[config.mk]
export PLATFORM = sky130hd
export DESIGN_NAME = ids_cell
export DESIGN_NICKNAME = d
export VERILOG_FILES = /design/src/hdl/ids_pkg.sv /design/src/hdl/ids_cell.sv
export SDC_FILE = /design/constraint.sdc
export NUM_CORES = 1
export LEC_CHECK = 0
export BUFFER_PORTS_ARGS = -buffer_cell sky130_fd_sc_hd__buf_4
export CORE_MARGIN = 1.5
export CORE_UTILIZATION = 38
export DETAILED_ROUTE_END_ITERATION = 8
export PLACE_DENSITY = 0.84
export REMOVE_ABC_BUFFERS = 1
export SYNTH_ARGS = -nofsm -noshare
export SYNTH_HDL_FRONTEND = slang
export SYNTH_SLANG_ARGS = --single-unit
export TNS_END_PERCENT = 50
[constraint.sdc]
create_clock -name clk -period 4.73 [get_ports clk]
set_input_delay 0.473 -clock clk [delete_from_list [all_inputs] [get_ports clk]]
set_output_delay 0.473 -clock clk [all_outputs]
set_load 0.01 [all_outputs]
[src/hdl/ids_pkg.sv]
package ids_pkg;

	// fixed field widths
	localparam int WORD_W   = 32;
	localparam int KIND_W   = 3;
	localparam int STATUS_W = 2;
	localparam int MODE_W   = 2;

	// default number of entries
	localparam int DEPTH_DEF = 64;

	// request kinds
	localparam logic [KIND_W-1:0] K_PUSH_FRONT = 3'd0;
	localparam logic [KIND_W-1:0] K_PUSH_BACK  = 3'd1;
	localparam logic [KIND_W-1:0] K_POP_FRONT  = 3'd2;
	localparam logic [KIND_W-1:0] K_POP_BACK   = 3'd3;
	localparam logic [KIND_W-1:0] K_INSERT     = 3'd4;
	localparam logic [KIND_W-1:0] K_ERASE      = 3'd5;

	// result status codes
	localparam logic [STATUS_W-1:0] ST_OK    = 2'd0;
	localparam logic [STATUS_W-1:0] ST_EMPTY = 2'd1;
	localparam logic [STATUS_W-1:0] ST_FULL  = 2'd2;
	localparam logic [STATUS_W-1:0] ST_RANGE = 2'd3;

	// cell update modes
	localparam logic [MODE_W-1:0] CELL_HOLD  = 2'd0;
	localparam logic [MODE_W-1:0] CELL_OPEN  = 2'd1;
	localparam logic [MODE_W-1:0] CELL_CLOSE = 2'd2;

	// command broadcast to every cell of the row
	typedef struct packed {
		logic [MODE_W-1:0]        mode;
		logic signed [WORD_W-1:0] word;
	} cell_ctl_t;

endpackage

[src/hdl/ids_cell.sv]
module ids_cell
	import ids_pkg::*;
#(
	parameter int CNT_W = 7,
	parameter int INDEX = 0
) (
	input  logic                     clk,
	input  cell_ctl_t                ctl,
	input  logic [CNT_W-1:0]         pos,
	input  logic signed [WORD_W-1:0] left,
	input  logic signed [WORD_W-1:0] right,
	output logic signed [WORD_W-1:0] data
);

	localparam logic [CNT_W-1:0] MY_POS = CNT_W'(INDEX);

	logic signed [WORD_W-1:0] data_q;

	// open a gap: cells behind pos take from the left, pos loads the word;
	// close a gap: cells from pos on take from the right
	always_ff @(posedge clk) begin
		unique case (ctl.mode)
			CELL_OPEN: begin
				if (MY_POS > pos) begin
					data_q <= left;
				end else if (MY_POS == pos) begin
					data_q <= ctl.word;
				end
			end
			CELL_CLOSE: begin
				if (MY_POS >= pos) begin
					data_q <= right;
				end
			end
			default: begin
			end
		endcase
	end

	assign data = data_q;

endmodule
==> results.tsv, run 1 <==
metric	value	unit
status	completed	
holdBufCountCts	0	
yosys_register_bits	32	
die_y	63.81	µm
layout-drive-gt1-share	78.80	%
worst_slack	2.413	ns
htree_levels	2	
synthesis.area	0.001405	mm²
fin_cells	230	
overflow	0	
endpoint_kind	flip-flop	
p_per_area	275.2	mW/mm²
dieArea	0.004072	mm²
maxSlewViolCount	0	
min_path_type	primary input to flip-flop	
stdcell_area	0.002346	mm²
cts-root-buf	clkbuf_8	
wl_per_cell	14.88	µm
drtAntennaViolNets	0	
pin_count	138	
synth_mux_area_share	25.65	%
finalSetupTns	0	ns
rsz0062_at_grt	false	
hpwl	2.777	mm
drc	0	
core	0.003442	mm²
clock_sinks	32	
post_cts_buffers	0	
final_core_util	68.16	%
yosys-top-cells-count	edfxtp_1, mux2_2, mux2_1	
path_clk_slew	0.06	ns
critPathArrivalTime	2.28	ns
finalSetupViolCount	0	
cts_resized	0	
largest_reg_flops	32	
dpl-instance-area	0.002238	mm²
initial_core_util	40.82	%
tritoncts	done	
tightest_slew	0.8461	ns
grt_first_pass_wirelength	5.140	mm
antenna_found_initial	0	
post-place-cells	222	
grt_pass1_vias	1124	
numCtsBuffers	5	
yosysWarnings	0	
io_buffers	105	
crit_type	primary input to flip-flop	
rows	21	
synthArstFlopShare	0	%
synth_top_area_share	68.39	%
synth_edf_count	32	
grt_max_degree	20	
leakage	0.9944	nW
area_growth	66.96	%
synth-xor-area-share	0.6233	%
syn_area_per_cell	19.25	µm²
maxSlewHeadroom	43.35	%
fin_crit	2.317	ns
yosysMostFrequentCell	edfxtp_1	
max-vdd-ir-drop	246.7	µV
ys_top_cells_by_area	edfxtp_1, mux2_2, mux2_1, buf_6, nor4b_2	
antennaDiodeCount	0	
drt_iter0_drc	16	
vias	1049	
synth_top_family_by_area	multiplexers	
synthCells	73	
placement.setup.worst_slack	2.085	ns
hold_viol	0	
grt_use_total	17.36	%
max_freq	431.6	MHz
worstSetupStartpointType	primary input	
synth.yosys.seq_area_share	68.39	%
synth_flop_cell	edfxtp_1	
required	4.70	ns
die_w	63.81	µm
period_share	48.99	%
clockBufferDepth	2	
crit_fanout	19	
synth-adder-area-share	0	%
nets	289	
ys_types	10	
synth_largest_area_cell	edfxtp_1	
maxCapViolCount	0	
finalWeightedCongestion	0.6601	
detail_route.wirelength	3.422	mm
viasPerCell	4.561	
synth-compound-area-share	0	%
yosys.area_share.simple	2.582	%
dr.pass1.iters	2	
through the flow:
stage | total power, mW | hold WS (ns)
3_3_place_gp | 0.4003 | 0.7568
5_1_grt | 0.6713 | 0.4739
4_1_cts | 0.6548 | 0.4661
3_5_place_dp | 0.4037 | 0.7633
2_1_floorplan | 0.3504 | 0.6740
6_report | 0.6456 | 0.4726
power breakdown:
group / switching, mW / internal, mW
clock: 0.0927 / 0.156
combinational: 0.0217 / 0.0594
sequential: 0.000332 / 0.315
total: 0.115 / 0.531
path summary, 6_finish.rpt:
kind                    from  endpoint  slack [ns]  cells after the start
worst max-delay path  pos[3]  data[29]        2.41                      4
worst min-delay path  ctl[5]   data[5]        0.47                      2
cells by family (layout without fill, tap and decap cells):
kind of cell,count (synthesis),after routing
xor+xnor,1,1
buf+inv,4,115
flops,32,32
mux,32,32
simple gates,4,4
cell type report:
| class | instances | area, µm² |
|---|---|---|
| fillers | 258 | 1096 |
| well taps | 46 | 57.56 |
| flip-flops and latches | 32 | 960.9 |
| clock buffers | 6 | 72.57 |
| multi-input cells | 37 | 416.7 |
| clock inverters | 2 | 35.03 |
| repair buffers | 107 | 803.3 |
per-layer routing:
metal | up-vias | track usage [%] | part of all wire [%]
met1 | 476 | 17.74 | 36
met3 | 5 | 8.275 | 10
met2 | 66 | 30.47 | 52
li1 | 502 | - | -
met4 | 0 | 6.522 | 1.3
met5 | - | 0 | 0
cell usage in the layout (no fill, tap or decap):
cell       netlist  layout
xnor2_1          1       1
mux2_2          28      28
nor2_1           1       1
bufinv_16        0       1
nor4b_4          0       1
edfxtp_1        32      32
or4_4            1       1
clkbuf_8         0       5
mux2_1           4       4
nor2b_2          0       1
clkinv_2         0       1
clkbuf_1         0       1
buf_4            0     107
worst max-delay path, stage by stage:
cell	delay (ns)
buf_4	0.11
or4_4	0.54
nor4b_4	0.77
buf_4	0.39
Note: power is estimated with default switching activity, not from simulation.
==> run 2: changes to the inputs <==
--- a/config.mk
+++ b/config.mk
@@ -7,9 +7,9 @@
 export LEC_CHECK = 0
 export BUFFER_PORTS_ARGS = -buffer_cell sky130_fd_sc_hd__buf_4
 export CORE_MARGIN = 1.5
-export CORE_UTILIZATION = 38
+export CORE_UTILIZATION = 32
 export DETAILED_ROUTE_END_ITERATION = 8
-export PLACE_DENSITY = 0.84
+export PLACE_DENSITY = 0.75
 export REMOVE_ABC_BUFFERS = 1
 export SYNTH_ARGS = -nofsm -noshare
 export SYNTH_HDL_FRONTEND = slang
==> constraint.sdc (replaced) <==
create_clock -name clk -period 2.1 [get_ports clk]
set_input_delay 0.21 -clock clk [delete_from_list [all_inputs] [get_ports clk]]
set_output_delay 0.21 -clock clk [all_outputs]
set_load 0.01 [all_outputs]
==> run 2 against run 1 <==
Critical path depth stayed put. Combinational power is 130% higher. Sequential power is 130% higher. Sequential share of layout area is 0.43 points lower. Largest power group unchanged.
==> results.tsv, run 2 (synthesis results as in run 1) <==
metric	value	unit	change
status	completed		unchanged
overflow	0		unchanged
htree_levels	2		unchanged
vias	1067		was 1049
required	2.08	ns	was 4.70 ns
detail_route.wirelength	3.253	mm	was 3.422 mm
numCtsBuffers	5		unchanged
cts_resized	0		unchanged
finalPower	1.461	mW	was 0.6456 mW
combinationalPowerShare	12.5	%	was 12.6%
die_w	69.27	µm	was 63.81 µm
antenna_found_initial	0		unchanged
most-common-layout-cells	buf_4, edfxtp_1, mux2_2		unchanged
placement.setup.worst_slack	0.3120	ns	was 2.085 ns
period_share	70.60	%	
switching_share	18.16	%	was 17.78%
grt_first_pass_wirelength	5.147	mm	was 5.140 mm
pin_count	138		unchanged
power_frac_clock	38.9	%	was 38.5%
grt_use_total	13.88	%	was 17.36%
tritoncts	done		unchanged
path_clk_slew	0.07	ns	was 0.06 ns
rows	23		was 21
dr.pass1.iters	2		unchanged
hold_viol	0		unchanged
tightest_slew	0.4027	ns	was 0.8461 ns
holdBufCountCts	0		unchanged
dieArea	0.004798	mm²	was 0.004072 mm²
viasPerCell	4.540		was 4.561
critPathArrivalTime	1.46	ns	was 2.28 ns
layout_commonest_cell	buf_4		unchanged
clockBufferDepth	2		unchanged
rsz0062_at_grt	false		unchanged
cts-root-buf	clkbuf_8		unchanged
leakage	1.003	nW	was 0.9944 nW
maxSlewHeadroom	73.15	%	was 43.35%
maxCapViolCount	0		unchanged
crit_fanout	11		was 19
endpoint_kind	flip-flop		unchanged
seqPwrFrac	48.7	%	was 48.9%
clock_sinks	32		unchanged
initial_core_util	34.14	%	was 40.82%
layout-drive-gt1-share	78.92	%	was 78.80%
finalSetupViolCount	0		unchanged
final_core_util	57.62	%	was 68.16%
power.switching	0.2654	mW	was 0.1148 mW
grt_max_degree	33		was 20
whs_path_depth	2		unchanged
wl_per_cell	13.84	µm	was 14.88 µm
drc	0		unchanged
crit_type	primary input to flip-flop		unchanged
drtAntennaViolNets	0		unchanged
area_growth	68.74	%	was 66.96%
largest_reg_flops	32		unchanged
post_cts_buffers	0		unchanged
io_buffers	105		unchanged
antennaDiodeCount	0		unchanged
worst_slack	0.6174	ns	was 2.413 ns
max-vdd-ir-drop	402.8	µV	was 246.7 µV
max_freq	674.5	MHz	
fin_crit	1.483	ns	
worstSetupStartpointType	primary input		unchanged
min_path_type	primary input to flip-flop		unchanged
finalWeightedCongestion	0.7097		was 0.6601
internal_power	1.196	mW	was 0.5308 mW
drt_iter0_drc	32		was 16
maxSlewViolCount	0		unchanged
die_y	69.27	µm	was 63.81 µm
p_per_area	616.3	mW/mm²	was 275.2 mW/mm²
core	0.004115	mm²	was 0.003442 mm²
nets	290		was 289
grt_pass1_vias	1130		was 1124
[run 2: layer usage]
metal	vias to the layer above	routed length [µm]	global-route usage, %
met5	-	0	0
met4	0	76	6.754
met3	11	356	6.105
met2	70	1761	24.36
met1	480	1059	13.95
li1	506	-	-
[run 2: final cells by class]
| type | instances | area [µm²] |
|---|---|---|
| Clock buffer | 6 | 72.57 |
| Fill cell | 353 | 1744 |
| Timing Repair Buffer | 108 | 823.3 |
| Multi-Input combinational cell | 37 | 416.7 |
| Tap cell | 50 | 62.56 |
| Sequential cell | 32 | 960.9 |
| Clock inverter | 2 | 35.03 |
[run 2: power by group through the flow]
| stage | clock network [mW] | registers [mW] | logic [mW] |
|---|---|---|---|
| final | 0.568 | 0.711 | 0.183 |
| after global routing | 0.607 | 0.711 | 0.197 |
| after CTS | 0.582 | 0.711 | 0.185 |
| after detailed placement | 0 | 0.725 | 0.184 |
| after global placement | 0 | 0.725 | 0.176 |
| after floorplan | 0 | 0.726 | 0.0630 |
[run 2: final timing paths]
| check | end | startpoint | slack (ns) |
|---|---|---|---|
| worst max-delay path | data[11] | pos[3] | 0.62 |
| worst min-delay path | data[6] | ctl[6] | 0.22 |
[run 2: stage by stage]
stage | setup TNS, ns | instance area, µm² | instances | hold WS [ns]
final | 0 | 2371 | 235 | 0.2166
after global routing | 0 | 2371 | 235 | 0.2140
after CTS | 0 | 2371 | 235 | 0.2106
after detailed placement | 0 | 2263 | 227 | 0.4985
after global placement | 0 | 2263 | 227 | 0.5046
after floorplan | -38.17 | 1366 | 69 | 0.4110
[run 2: worst max-delay path, stage by stage]
cell and delay [ns]:
buf_4 0.11, or4_4 0.54, nor4b_4 0.35, buf_4 0.26
